`src/hw/rtl/wfcf_pkg.sv`:
```
`timescale 1ns / 1ps
// ----------------------------------------------------------------------------
// wfcf_pkg: shared types and constants of the 802.11 frame capture filter
// Capture mode codes, header offsets and the per-frame summary word.
// ----------------------------------------------------------------------------
package wfcf_pkg;

  // Capture mode codes; unlisted codes behave as raw
  localparam logic [2:0] MODE_RAW    = 3'd0;
  localparam logic [2:0] MODE_BEACON = 3'd1;
  localparam logic [2:0] MODE_PROBE  = 3'd2;
  localparam logic [2:0] MODE_DEAUTH = 3'd3;
  localparam logic [2:0] MODE_EAPOL  = 3'd4;
  localparam logic [2:0] MODE_WPS    = 3'd5;

  localparam logic [5:0] POS_MAX = 6'd63;

  // MAC header lengths
  localparam logic [5:0] HDR_3ADDR = 6'd24;
  localparam logic [5:0] HDR_4ADDR = 6'd30;
  localparam logic [5:0] HDR_QOS   = 6'd2;

  // Offsets from the start of the LLC header
  localparam logic [5:0] REL_SNAP_LAST  = 6'd5;
  localparam logic [5:0] REL_ETYPE_HI   = 6'd6;
  localparam logic [5:0] REL_ETYPE_LO   = 6'd7;
  localparam logic [5:0] REL_EAPOL_TYPE = 6'd9;
  localparam logic [5:0] REL_EAP_TYPE   = 6'd16;
  localparam logic [5:0] REL_VENDOR_0   = 6'd17;
  localparam logic [5:0] REL_VENDOR_1   = 6'd18;
  localparam logic [5:0] REL_VENDOR_2   = 6'd19;
  localparam logic [5:0] REL_WPS_LAST   = 6'd23;

  // Byte values
  localparam logic [7:0] ETYPE_HI    = 8'h88;
  localparam logic [7:0] ETYPE_LO    = 8'h8E;
  localparam logic [7:0] EAPOL_PKT   = 8'h00;
  localparam logic [7:0] EAP_EXPANDED = 8'hFE;
  localparam logic [7:0] VENDOR_0    = 8'h00;
  localparam logic [7:0] VENDOR_1    = 8'h37;
  localparam logic [7:0] VENDOR_2    = 8'h2A;

  // Frame types and management subtypes
  localparam logic [1:0] FTYPE_MGMT = 2'd0;
  localparam logic [1:0] FTYPE_DATA = 2'd2;
  localparam logic [3:0] SUB_BEACON = 4'd8;
  localparam logic [3:0] SUB_PROBE  = 4'd4;
  localparam logic [3:0] SUB_DEAUTH = 4'd12;

  // LLC/SNAP header AA AA 03 00 00 00
  function automatic logic [7:0] snap_byte(input logic [2:0] idx);
    logic [7:0] b;
    case (idx)
      3'd0:    b = 8'hAA;
      3'd1:    b = 8'hAA;
      3'd2:    b = 8'h03;
      default: b = 8'h00;
    endcase
    return b;
  endfunction

  // Everything the decision needs about one finished frame
  typedef struct packed {
    logic       fc_ok;
    logic [1:0] ftype;
    logic [3:0] subtype;
    logic       protect;
    logic       llc_long;
    logic       wps_long;
    logic       snap_ok;
    logic       etype_ok;
    logic       eapol_ok;
    logic       eap_ok;
    logic       vendor_ok;
  } frame_summary_t;

endpackage

```
`src/hw/rtl/wifi_frame_capture_filter.sv`:
```
`timescale 1ns / 1ps
// ----------------------------------------------------------------------------
// wifi_frame_capture_filter: 802.11 frame capture filter
// Classifies a byte stream of 802.11 frames and gives one capture word per
// frame according to the configured capture mode.
// ----------------------------------------------------------------------------
// Usage:
//   Input channel (in_valid/in_ready): one frame byte per word, frame control
//   first, last_byte high on the final byte. Bytes are taken one per cycle
//   while in_ready is high. Output channel (out_valid/out_ready): one capture
//   word per frame; the final byte's summary passes the queue and raises
//   out_valid when the result register is empty or being read.
//   Config channel (cfg_valid/cfg_ready): write filter_mode while idle;
//   always ready. Codes 0 raw, 1 beacon, 2 probe, 3 deauth, 4 eapol, 5 wps;
//   6 and 7 behave as raw.
//   Throughput: one byte per cycle while in_ready is high; frames of one byte
//   can follow each other back to back.
//   A two-word queue sits between intake and decision; when the receiver
//   stalls, the result register holds and the queue fills, and in_ready drops
//   only once two further frame results are waiting.
//   Reset (rst, synchronous): mode to raw, queue and result emptied, frame
//   tracking back to the start of a frame.
// ----------------------------------------------------------------------------
module wifi_frame_capture_filter import wfcf_pkg::*; (
  input  logic       clk,
  input  logic       rst,
  input  logic       in_valid,
  output logic       in_ready,
  input  logic [7:0] frame_byte,
  input  logic       last_byte,
  output logic       out_valid,
  input  logic       out_ready,
  output logic       capture,
  input  logic       cfg_valid,
  output logic       cfg_ready,
  input  logic [2:0] filter_mode
);

  frame_summary_t push_data;
  frame_summary_t pop_data;
  logic           push;
  logic           pop;
  logic           full;
  logic           not_empty;

  // Register writes are taken at once
  assign cfg_ready = 1'b1;

  // Intake: advance the position and match header fields per byte
  wfcf_front u_front (
    .clk        (clk),
    .rst        (rst),
    .in_valid   (in_valid),
    .in_ready   (in_ready),
    .frame_byte (frame_byte),
    .last_byte  (last_byte),
    .q_full     (full),
    .q_push     (push),
    .q_data     (push_data)
  );

  // Hold finished frame summaries until the decision stage is free
  wfcf_queue u_queue (
    .clk       (clk),
    .rst       (rst),
    .push      (push),
    .push_data (push_data),
    .full      (full),
    .pop       (pop),
    .not_empty (not_empty),
    .pop_data  (pop_data)
  );

  // Decide and present the capture word
  wfcf_back u_back (
    .clk         (clk),
    .rst         (rst),
    .cfg_write   (cfg_valid && cfg_ready),
    .cfg_mode    (filter_mode),
    .q_not_empty (not_empty),
    .q_data      (pop_data),
    .q_pop       (pop),
    .out_valid   (out_valid),
    .out_ready   (out_ready),
    .capture     (capture)
  );

endmodule

```
`src/hw/rtl/wfcf_front.sv`:
```
`timescale 1ns / 1ps
// ----------------------------------------------------------------------------
// wfcf_front: byte intake and header classification
// Tracks the byte position, frame control and field matches; pushes one
// summary word per frame on its final byte.
// ----------------------------------------------------------------------------
module wfcf_front import wfcf_pkg::*; (
  input  logic           clk,
  input  logic           rst,
  input  logic           in_valid,
  output logic           in_ready,
  input  logic [7:0]     frame_byte,
  input  logic           last_byte,
  input  logic           q_full,
  output logic           q_push,
  output frame_summary_t q_data
);

  logic [5:0]  pos;
  logic [15:0] fc;
  logic        snap_ok;
  logic        etype_ok;
  logic        eapol_ok;
  logic        eap_ok;
  logic        vendor_ok;

  logic [15:0] fc_next;
  logic        snap_ok_next;
  logic        etype_ok_next;
  logic        eapol_ok_next;
  logic        eap_ok_next;
  logic        vendor_ok_next;
  logic [5:0]  hdr;
  logic [5:0]  rel;
  logic        in_llc;
  logic        accept;

  assign in_ready = !q_full;
  assign accept   = in_valid && in_ready;

  always_comb begin
    hdr = (fc[8] && fc[9]) ? HDR_4ADDR : HDR_3ADDR;
    if (fc[7]) begin
      hdr = hdr + HDR_QOS;
    end
  end

  // Offset into the LLC header; header is at least 24 so pos 0/1 never match
  assign in_llc = (pos >= hdr);
  assign rel    = pos - hdr;

  always_comb begin
    fc_next        = fc;
    snap_ok_next   = snap_ok;
    etype_ok_next  = etype_ok;
    eapol_ok_next  = eapol_ok;
    eap_ok_next    = eap_ok;
    vendor_ok_next = vendor_ok;
    if (pos == 6'd0) begin
      fc_next[7:0] = frame_byte;
    end else if (pos == 6'd1) begin
      fc_next[15:8] = frame_byte;
    end else if (in_llc) begin
      if (rel <= REL_SNAP_LAST) begin
        if (frame_byte != snap_byte(rel[2:0])) begin
          snap_ok_next = 1'b0;
        end
      end else if (rel == REL_ETYPE_HI) begin
        etype_ok_next = (frame_byte == ETYPE_HI);
      end else if (rel == REL_ETYPE_LO) begin
        etype_ok_next = etype_ok && (frame_byte == ETYPE_LO);
      end else if (rel == REL_EAPOL_TYPE) begin
        eapol_ok_next = (frame_byte == EAPOL_PKT);
      end else if (rel == REL_EAP_TYPE) begin
        eap_ok_next = (frame_byte == EAP_EXPANDED);
      end else if (rel == REL_VENDOR_0) begin
        vendor_ok_next = (frame_byte == VENDOR_0);
      end else if (rel == REL_VENDOR_1) begin
        vendor_ok_next = vendor_ok && (frame_byte == VENDOR_1);
      end else if (rel == REL_VENDOR_2) begin
        vendor_ok_next = vendor_ok && (frame_byte == VENDOR_2);
      end
    end
  end

  assign q_push = accept && last_byte;

  always_comb begin
    q_data.fc_ok     = (pos != 6'd0);
    q_data.ftype     = fc_next[3:2];
    q_data.subtype   = fc_next[7:4];
    q_data.protect   = fc_next[14];
    q_data.llc_long  = in_llc && (rel >= REL_ETYPE_LO);
    q_data.wps_long  = in_llc && (rel >= REL_WPS_LAST);
    q_data.snap_ok   = snap_ok_next;
    q_data.etype_ok  = etype_ok_next;
    q_data.eapol_ok  = eapol_ok_next;
    q_data.eap_ok    = eap_ok_next;
    q_data.vendor_ok = vendor_ok_next;
  end

  always_ff @(posedge clk) begin
    if (rst || (accept && last_byte)) begin
      pos       <= '0;
      fc        <= '0;
      snap_ok   <= 1'b1;
      etype_ok  <= 1'b0;
      eapol_ok  <= 1'b0;
      eap_ok    <= 1'b0;
      vendor_ok <= 1'b0;
    end else if (accept) begin
      if (pos != POS_MAX) begin
        pos <= pos + 6'd1;
      end
      fc        <= fc_next;
      snap_ok   <= snap_ok_next;
      etype_ok  <= etype_ok_next;
      eapol_ok  <= eapol_ok_next;
      eap_ok    <= eap_ok_next;
      vendor_ok <= vendor_ok_next;
    end
  end

endmodule

```
`src/hw/rtl/wfcf_queue.sv`:
```
`timescale 1ns / 1ps
// ----------------------------------------------------------------------------
// wfcf_queue: two-entry summary queue
// Decouples the byte intake from the decision stage.
// ----------------------------------------------------------------------------
module wfcf_queue import wfcf_pkg::*; (
  input  logic           clk,
  input  logic           rst,
  input  logic           push,
  input  frame_summary_t push_data,
  output logic           full,
  input  logic           pop,
  output logic           not_empty,
  output frame_summary_t pop_data
);

  frame_summary_t slot [2];
  logic           wr_ptr;
  logic           rd_ptr;
  logic [1:0]     count;

  assign full      = (count == 2'd2);
  assign not_empty = (count != 2'd0);
  assign pop_data  = slot[rd_ptr];

  always_ff @(posedge clk) begin
    if (push) begin
      slot[wr_ptr] <= push_data;
    end
  end

  always_ff @(posedge clk) begin
    if (rst) begin
      wr_ptr <= 1'b0;
      rd_ptr <= 1'b0;
      count  <= '0;
    end else begin
      if (push) begin
        wr_ptr <= !wr_ptr;
      end
      if (pop) begin
        rd_ptr <= !rd_ptr;
      end
      if (push && !pop) begin
        count <= count + 2'd1;
      end else if (pop && !push) begin
        count <= count - 2'd1;
      end
    end
  end

endmodule

```
`src/hw/rtl/wfcf_back.sv`:
```
`timescale 1ns / 1ps
// ----------------------------------------------------------------------------
// wfcf_back: capture decision and result register
// Holds the capture mode, applies it to each frame summary and presents
// the decision word.
// ----------------------------------------------------------------------------
module wfcf_back import wfcf_pkg::*; (
  input  logic           clk,
  input  logic           rst,
  input  logic           cfg_write,
  input  logic [2:0]     cfg_mode,
  input  logic           q_not_empty,
  input  frame_summary_t q_data,
  output logic           q_pop,
  output logic           out_valid,
  input  logic           out_ready,
  output logic           capture
);

  logic [2:0] mode;
  logic       decision;
  logic       mgmt;
  logic       eapol;

  assign q_pop = q_not_empty && (!out_valid || out_ready);

  assign mgmt  = q_data.fc_ok && (q_data.ftype == FTYPE_MGMT);
  assign eapol = q_data.fc_ok && (q_data.ftype == FTYPE_DATA) && q_data.llc_long &&
                 q_data.snap_ok && q_data.etype_ok;

  always_comb begin
    case (mode)
      MODE_BEACON: decision = mgmt && (q_data.subtype == SUB_BEACON);
      MODE_PROBE:  decision = mgmt && (q_data.subtype == SUB_PROBE);
      MODE_DEAUTH: decision = mgmt && (q_data.subtype == SUB_DEAUTH);
      MODE_EAPOL:  decision = (q_data.fc_ok && q_data.protect) || eapol;
      MODE_WPS:    decision = eapol && q_data.wps_long && q_data.eapol_ok &&
                              q_data.eap_ok && q_data.vendor_ok;
      default:     decision = 1'b1;
    endcase
  end

  always_ff @(posedge clk) begin
    if (rst) begin
      mode <= MODE_RAW;
    end else if (cfg_write) begin
      mode <= cfg_mode;
    end
  end

  always_ff @(posedge clk) begin
    if (rst) begin
      out_valid <= 1'b0;
    end else if (q_pop) begin
      out_valid <= 1'b1;
    end else if (out_ready) begin
      out_valid <= 1'b0;
    end
  end

  always_ff @(posedge clk) begin
    if (q_pop) begin
      capture <= decision;
    end
  end

endmodule

```
`config.mk`:
```
export PLATFORM = sky130hd
export DESIGN_NAME = wifi_frame_capture_filter
export DESIGN_NICKNAME = d
export VERILOG_FILES = /design/src/hw/rtl/wfcf_pkg.sv /design/src/hw/rtl/wifi_frame_capture_filter.sv /design/src/hw/rtl/wfcf_front.sv /design/src/hw/rtl/wfcf_queue.sv /design/src/hw/rtl/wfcf_back.sv
export SDC_FILE = /design/constraint.sdc
export NUM_CORES = 1
export LEC_CHECK = 0
export BUFFER_PORTS_ARGS = -buffer_cell sky130_fd_sc_hd__buf_2
export CAP_MARGIN = 5
export CELL_PAD_IN_SITES_DETAIL_PLACEMENT = 1
export CELL_PAD_IN_SITES_GLOBAL_PLACEMENT = 1
export CORE_AREA = 2 2 90 92
export DETAILED_ROUTE_END_ITERATION = 10
export DIE_AREA = 0 0 92 94
export PLACE_DENSITY_LB_ADDON = 0.15
export SYNTH_ARGS = -nofsm -noshare
export SYNTH_HDL_FRONTEND = slang
export SYNTH_SLANG_ARGS = --single-unit
```
`constraint.sdc`:
```
create_clock -name clk -period 7.7 [get_ports clk]
set_clock_uncertainty 0.15 [all_clocks]
set_input_delay 0.385 -clock clk [delete_from_list [all_inputs] [get_ports clk]]
set_output_delay 0.385 -clock clk [all_outputs]
set_load 0.005 [all_outputs]
```
After elaboration in Yosys (flattened, before gate mapping):

Memories as Yosys holds them, arrays and structs flattened. A register that Yosys moved wholly into a read port is not among the register bits.
Cells that the tools add are included.
Widths: inputs -> output; s select.

* memories kept: 1
* bits of input ports: 17
* output and inout bits: 4
* memory bits (writable): 30
* flip-flop bits (word level): 35
* word-level logic and storage cells: 154

* muxes and demuxes: 56
* add/subtract/negate cells: 5
* bitwise gates (word level): 1
* magnitude comparators: 4
* reduce and logical (&&, ||, !) cells: 45
* equality and inequality tests: 27

Memory list
* u_queue.slot: depth 2, width 15, rd ports 1, clocked after Yosys merged registers in 1, write ports 1, line wfcf_queue.sv:17 `frame_summary_t slot [2];`

Operators with widths (count)
* $mux 1: 43
* $mux 8: 5
* $eq 6x5->1 const B: 4
* $eq 8x8->1 const B: 3
* $logic_and 1x1->1: 24
* $eq 8x6->1 const B: 2
* $pmux 8 s2: 1
* $mux 7: 2
* $eq 6x3->1 const B: 2
* $eq 3x2->1 const B: 3
* $eq 4x4->1 const B: 2
* $logic_not 8->1: 1
* $ne 8x8->1: 1
* $add 6x1->6 const B: 1
* $add 6x2->6 const B: 1
* $eq 3x1->1 const B: 2
* $eq 3x3->1 const B: 2
* $eq 6x1->1 const B: 1
* $eq 6x4->1 const B: 1
* $ge 6x3->1 const B: 1
* $ge 6x5->1 const B: 1
* $ge 6x6->1: 1
* $le 6x3->1 const B: 1
* $logic_not 1->1: 6
* 20 further kinds: 27

Longest topological paths before layout:

Gate-level depths: netlist of run 1.

* word-level depth: 18
* gate-level depth with buffers: 13
* gate-level depth less buffers: 13

Modules after synthesis:

A second synthesis of run 1 with hierarchy kept.

* cell total of the unflattened synthesis: 303
* area total of the unflattened synthesis: 3223.1 um^2

Modules (own cells, without submodules)
* wfcf_front: instances 1, cells an instance 200, area each 1640.3 um^2, sequential area each 400.4 um^2
* wfcf_queue: instances 1, cells an instance 69, area each 1292.5 um^2, sequential area each 1001.0 um^2
* wfcf_back: instances 1, cells an instance 32, area each 279.0 um^2, sequential area each 110.1 um^2
* wifi_frame_capture_filter: instances 1, cells an instance 2, area each 11.3 um^2, sequential area each 0.0 um^2

Least setup slack after synthesis of run 1:

No wires, ideal clock.

* path kind: flip-flop to flip-flop
* from: register u_front.fc[9]
* to: memory u_queue.slot[0][1] (netlist name), data pin
* required time: 7.284 ns
* clock period less this slack: 3.059 ns
* library setup time: 0.266 ns
* path buffers: 0
* setup slack: 4.641 ns
* arrival: 2.643 ns
* cell stages (with the launch flop): 13
* cells stage by stage: dfxtp_1 > and2_1 > ha_1 > inv_1 > ha_1 > inv_1 > fa_1 > or2_1 > o22ai_1 > o221ai_1 > nor4b_4 > nand2_1 > mux2_1

RTL lines
* start: declaration: line wfcf_front.sv:20 `logic [15:0] fc;`
* start signal: assignment: line wfcf_front.sv:115 `fc <= fc_next;`
* end: declaration: line wfcf_queue.sv:17

==> impl_metrics.py, run 1 <==
metrics = {
    "outcome": {
        "status": "complete, no violations",
    },
    "floorplanning": {
        "die-area_sq_um": 8650,
        "die_height_um": 94,
        "io_pins": 21,
        "initial_core_util_pct": 41.0,
        "fp.coreArea_sq_um": 7610,
        "rows": 32,
        "die_w_um": 92,
    },
    "critical_path": {
        "reg2reg_to": "u_queue.slot[0][1]",
        "ff2ff_path_depth": 12,
        "r2r_slack_ns": 4.36,
        "timing.rr.start": "u_front.fc[9]",
        "crit_slowest_cell": "fa_1",
        "worst-endpoint-arrival_ns": 3.27,
        "worstSetupPathType": "register to register",
        "path_cells": "and2_1 > ha_1 > inv_1 > ha_1 > inv_1 > fa_1 > or2_1 > o22ai_1 > o221ai_1 > nor4b_4 > nand2_1 > mux2_1",
        "start_kind": "register",
        "critPathMaxStageDelay_ns": 0.42,
        "end_kind": "register",
        "cp_max_fo": 4,
        "cp_data_required_time_ns": 7.63,
    },
    "place": {
        "numPortBuffers": 19,
        "hpwl_um": 5340,
        "gp_congestion": 0.767,
        "place_ws_ns": 4.39,
    },
    "timing": {
        "clock.fmax_mhz": 300,
        "tightestPinTransition_ns": 0.879,
        "setup_tns_ns": 0,
        "finalHoldViolCount": 0,
        "fin_crit_ns": 3.34,
        "fin_crit_sh_pct": 43.4,
        "rsz0062_at_grt": "no",
        "whs_ns": 0.123,
        "slew_viol_final": 0,
        "finalSetupViolations": 0,
        "fin_ws_ns": 4.36,
        "slew-limit-headroom_pct": 41.4,
    },
    "global_route": {
        "grt_max_degree": 21,
        "gr-total-overflow": 0,
        "antenna_found_initial": 0,
        "grt_use_total_pct": 18.0,
        "grt_pass1_wl_um": 11800,
        "grtUsageMet2_pct": 30.8,
        "grt_util_met3_pct": 3.77,
        "met1_usage_pct": 22.0,
        "grt_pass1_vias": 2376,
        "gr-max-usage-layer": "met2",
    },
    "pwr": {
        "switching_share_pct": 30.8,
        "ir_drop_v": 0.000120,
        "pwr-share-seq_pct": 46.9,
        "power_leakage_uw": 0.00129,
        "pwr-share-clk_pct": 32.9,
        "pwr-share-comb_pct": 20.1,
        "powerDensity_nw_per_um2": 248,
        "internal-power_uw": 599,
        "p_sw_uw": 266,
    },
    "synthesis": {
        "synthArstFlopShare_pct": 0,
        "syn_nets": 329,
        "synth_area_sq_um": 3120,
        "avgSynthCellArea_sq_um": 10.4,
        "ys_types": 56,
        "synth_edf_count": 31,
        "synth_seq_area_share_pct": 48.5,
        "postSynthCellCount": 300,
        "synthFlopType": "edfxtp_1",
        "synth-seq-cells": 60,
        "ys_warn_count": 0,
    },
    "clocking": {
        "tritoncts": "built",
        "cts_root_buf": "clkbuf_8",
        "cts.clk_slew.worst_paths_ns": 0.08,
        "cts_resized": 0,
        "clock_latency_ns": 0.35,
        "cts_max_path_buffers": 2,
        "htreeDepth": 3,
        "postCtsSetupBuffers": 0,
        "cts_buffers": 9,
        "holdBufCountCts": 0,
        "clock_sinks": 60,
    },
    "detailed_routing": {
        "dr.first_iter.drc_count": 53,
        "dr.pass1.iters": 4,
        "routed_via_density": 5.28,
        "totalWireLength_um": 7100,
        "vias": 2251,
        "wl_per_cell_um": 16.7,
        "postRouteAntennaNets": 0,
        "drc_errors": 0,
    },
    "cells_and_area": {
        "area_delta_synth_final_pct": 11.9,
        "layout_commonest_cell": "edfxtp_1",
        "fin_nets": 348,
        "n_antenna_cell": 0,
        "post-route-util_pct": 45.8,
        "most-common-layout-cells": "edfxtp_1, nor2_1, dfxtp_1",
        "final_layout_size_suffix_gt1_share_pct": 17.0,
    },
    "run": {
        "max_cap_viol_count": 0,
    },
    "min_path": {
        "whs_endpoint": "u_back.mode[2]",
        "worstHoldStart": "filter_mode[2]",
        "min_path_cells": 3,
        "min_path_type": "input pin to register",
    },
}
==> power groups by stage <==
stage	logic, uW	registers, uW	clock network (uW)
after global routing	196	411	306
final	174	406	285
after CTS	178	407	292
after detailed placement	175	413	0
after global placement	169	411	0
after floorplan	134	398	0
==> cell families after synthesis <==
kind of cell / after synthesis / synth area share (%)
flops: 60 / 48.5
simple gates: 117 / 20.3
fa+ha+maj: 12 / 5.06
compound gates: 50 / 11.0
mux: 22 / 7.47
other cells: 1 / 0.120
buf+inv: 24 / 3.33
xor+xnor: 14 / 4.18
==> flip-flops by register name (all words and copies together) (netlist names), named ones only <==
name               cells
u_front.fc             9
u_queue.wr_ptr         1
u_back.capture         1
u_queue.slot          30
u_front.vendor_ok      1
u_queue.count          2
u_front.eapol_ok       1
u_back.out_valid       1
u_front.etype_ok       1
u_back.mode            3
u_front.pos            6
u_front.eap_ok         1
u_front.snap_ok        1
u_queue.rd_ptr         1
==> worst max-delay path by stage <==
stage,start,endpoint,slack (ns),depth (start not counted)
final,u_front.fc[9],u_queue.slot[0][1],4.36,12
after global routing,u_front.fc[9],u_queue.slot[0][1],4.18,12
after CTS,u_front.fc[9],u_queue.slot[0][1],4.36,12
after detailed placement,u_front.fc[9],u_queue.slot[0][1],4.39,12
after global placement,u_front.fc[9],u_queue.slot[0][1],4.45,12
after floorplan,u_front.fc[9],u_queue.slot[0][1],4.64,12
==> layout make-up <==
class | instances | area (sq um)
fill | 861 | 4120
sequential | 60 | 1510
multi-input combinational | 216 | 1500
tap | 102 | 128
clock buffer | 9 | 124
timing repair buffer | 20 | 103
clock inverter | 7 | 75.1
inverter | 12 | 45.0
==> worst max-delay path, delay by kind of cell, from the launching register on <==
family | cells | cell delay, ns
buffers and inverters | 2 | 0.10
adders and majority gates | 3 | 0.84
DFF | 1 | 0.31
AOI/OAI and AO/OA | 2 | 0.44
muxes | 1 | 0.35
and+or+nand+nor | 4 | 0.88
==> through the flow <==
step                cells  area, sq um  power (uW)
finish                426         3490         865
global route          426         3490         914
detailed placement    410         3290         588
global placement      410         3290         580
CTS                   426         3490         876
floorplan             300         3120         532
==> per-layer routing <==
metal,share of wire [%],up-vias
met5,0,-
met4,2.0,0
met3,2.8,11
met2,48,22
met1,47,1094
li1,-,1124
==> cells in the mapped netlist, types with 4 or more instances <==
master    count  share of area [%]
nand3_1      12                1.9
nand2_1      23                2.8
mux2_2        9                3.3
o21ai_0       9                1.4
nor2_1       30                3.6
inv_1        12                1.4
dfxtp_1      29                 19
nand2b_1      8                1.6
nor3_1        7                1.1
ha_1         11                4.4
and3_1        4               0.80
clkbuf_1      8               0.96
edfxtp_1     31                 30
nor2b_1       4               0.80
mux2i_1      12                3.9
a21oi_1      14                2.2
xor2_1       10                2.8
o22ai_1       4               0.80
nand4_1       6                1.2
Power figures use the tool's default switching activity.
==> run 2: changes to the inputs <==
- clock period: 7.7 -> 3.4 ns (I/O delays scaled with it)
==> run 2 against run 1 <==
Effect of this change:
- final cell count grew 4.0%
- core utilization rose by 2.3 points
- maximum frequency is 4.3% higher
- power increased by 130%
- critical path type unchanged
- largest cell class unchanged
==> impl_metrics.py, run 2 (synthesis gave the netlist of run 1 again) <==
metrics = {
    "cells_and_area": {
        "layout_commonest_cell": "edfxtp_1",
        "fin_nets": 365,
        "final_area_sq_um": 3660,
        "n_antenna_cell": 0,
        "largest_register_ffs": 30,
        "area_delta_synth_final_pct": 17.4,
        "reg.largest.list": "u_queue.slot (30), u_front.fc (9), u_front.pos (6)",
        "regMostFlops": "u_queue.slot",
        "final_layout_size_suffix_gt1_share_pct": 17.9,
        "post-route-util_pct": 48.1,
        "most-common-layout-cells": "edfxtp_1, nor2_1, dfxtp_1",
    },
    "critical_path": {
        "worstSetupPathType": "register to register",
        "path_common_cell": "inv_1",
        "crit_family": "adder cells",
        "start_kind": "register",
        "cp_max_fo": 4,
        "worst-endpoint-arrival_ns": 3.29,
        "critPathMaxStageDelay_ns": 0.55,
        "cp_data_required_time_ns": 3.49,
        "path_cells": "and2_1 > ha_1 > inv_1 > ha_1 > inv_1 > fa_1 > inv_1 > nor3_2 > or3b_1 > a31oi_4 > a31oi_1 > a211o_1",
        "worst-path-buf-inv": 3,
        "crit_slowest_cell": "fa_1",
        "end_kind": "register",
    },
    "pwr": {
        "total_power_uw": 2000,
        "ir_drop_v": 0.000296,
        "internal-power_uw": 1380,
        "p_sw_uw": 619,
        "pwr-share-clk_pct": 32.6,
        "switching_share_pct": 31.0,
        "powerDensity_nw_per_um2": 547,
        "power_leakage_uw": 0.00137,
        "pwr-share-comb_pct": 22.3,
        "pwr-share-seq_pct": 45.1,
    },
    "timing": {
        "finalSetupViolations": 0,
        "fin_ws_ns": 0.199,
        "slew-limit-headroom_pct": 42.2,
        "clock.fmax_mhz": 312,
        "slew_viol_final": 0,
        "tightestPinTransition_ns": 0.868,
        "whs_ns": 0.0152,
        "finalHoldViolCount": 0,
        "fin_crit_ns": 3.20,
        "fin_crit_sh_pct": 94.2,
        "rsz0062_at_grt": "yes",
    },
    "min_path": {
        "min_path_type": "input pin to register",
    },
    "detailed_routing": {
        "vias": 2324,
        "totalWireLength_um": 7430,
        "wl_per_cell_um": 16.8,
        "dr.first_iter.drc_count": 69,
        "dr.pass1.iters": 4,
        "routed_via_density": 5.25,
        "drc_errors": 0,
        "postRouteAntennaNets": 0,
    },
    "clocking": {
        "cts_max_path_buffers": 2,
        "postCtsSetupBuffers": 0,
        "cts_buffers": 9,
        "tritoncts": "built",
        "clock_latency_ns": 0.35,
        "htreeDepth": 3,
        "cts.clk_slew.worst_paths_ns": 0.08,
        "cts_root_buf": "clkbuf_8",
        "clock_sinks": 60,
    },
    "place": {
        "place_ws_ns": 0.156,
        "placed_area_sq_um": 3320,
        "hpwl_um": 5430,
        "numPortBuffers": 19,
        "gp_congestion": 0.798,
    },
    "global_route": {
        "grt_max_degree": 21,
        "grt_pass1_vias": 2550,
        "gr-total-overflow": 0,
        "antenna_found_initial": 0,
        "grt_use_total_pct": 18.9,
        "grt_pass1_wl_um": 12400,
    },
    "floorplanning": {
        "rows": 32,
        "die-area_sq_um": 8650,
        "die_w_um": 92,
        "die_height_um": 94,
        "initial_core_util_pct": 41.0,
        "io_pins": 21,
        "fp.coreArea_sq_um": 7610,
    },
    "run": {
        "max_cap_viol_count": 0,
    },
    "outcome": {
        "status": "complete, no violations",
    },
}
## run 2: changes by cell type in the layout (fill, tap and decap cells not counted), sizes merged
| cell | previous run | this run |
|---|---|---|
| dlygate4sd3 | 0 | 13 |
| buf | 20 | 24 |
| clkinvlp | 1 | 2 |
| inv | 14 | 13 |
## run 2: worst register-to-register path: stages (launching register included)
cell and delay (ns):
dfxtp_1 0.31, and2_1 0.17, ha_1 0.27, inv_1 0.06
ha_1 0.15, inv_1 0.05, fa_1 0.55, inv_1 0.10
nor3_2 0.19, or3b_1 0.40, a31oi_4 0.21, a31oi_1 0.16
a211o_1 0.30
## run 2: final cells by class
type	instances	area, sq um
fill	861	3950
sequential	60	1510
multi-input combinational	216	1510
timing repair buffer	37	263
tap	102	128
clock buffer	9	124
clock inverter	7	76.3
inverter	12	45.0
## run 2: timing repair
action | in CTS | in global routing
endpoints found under the hold margin | 10 | 0
hold buffers | 13 | 0
setup endpoints to repair | 0 | 5
gates resized for setup | 0 | 2
## run 2: path summary, 6_finish.rpt
path / startpoint / endpoint / slack (ns) / cells past startpoint
setup / recovery: u_front.fc[9] / u_front.snap_ok / 0.20 / 12
setup reg to reg: u_front.fc[9] / u_front.snap_ok / 0.20 / 12
hold / removal: frame_byte[0] / u_front.fc[8] / 0.02 / 3
hold reg to reg: u_front.fc[6] / u_front.fc[6] / 0.31 / 2
## run 2: power by group through the flow
stage / clock, uW / combinational, uW / sequential (uW)
after global placement: 0 / 410 / 915
after CTS: 665 / 449 / 903
after detailed placement: 0 / 425 / 918
after global routing: 695 / 499 / 911
final: 652 / 446 / 902
after floorplan: 0 / 304 / 901
## run 2: per-stage QoR
stage | TNS [ns] | cells
6_report | 0 | 443
5_1_grt | -0.000814 | 443
4_1_cts | 0 | 443
3_5_place_dp | 0 | 414
3_3_place_gp | 0 | 414
2_1_floorplan | 0 | 300
## run 2: layer usage
metal / global-route usage (%) / routed length, um
met1: 23.4 / 3560
met2: 32.3 / 3530
met3: 4.49 / 185
met4: 6.59 / 160
met5: 0 / 0
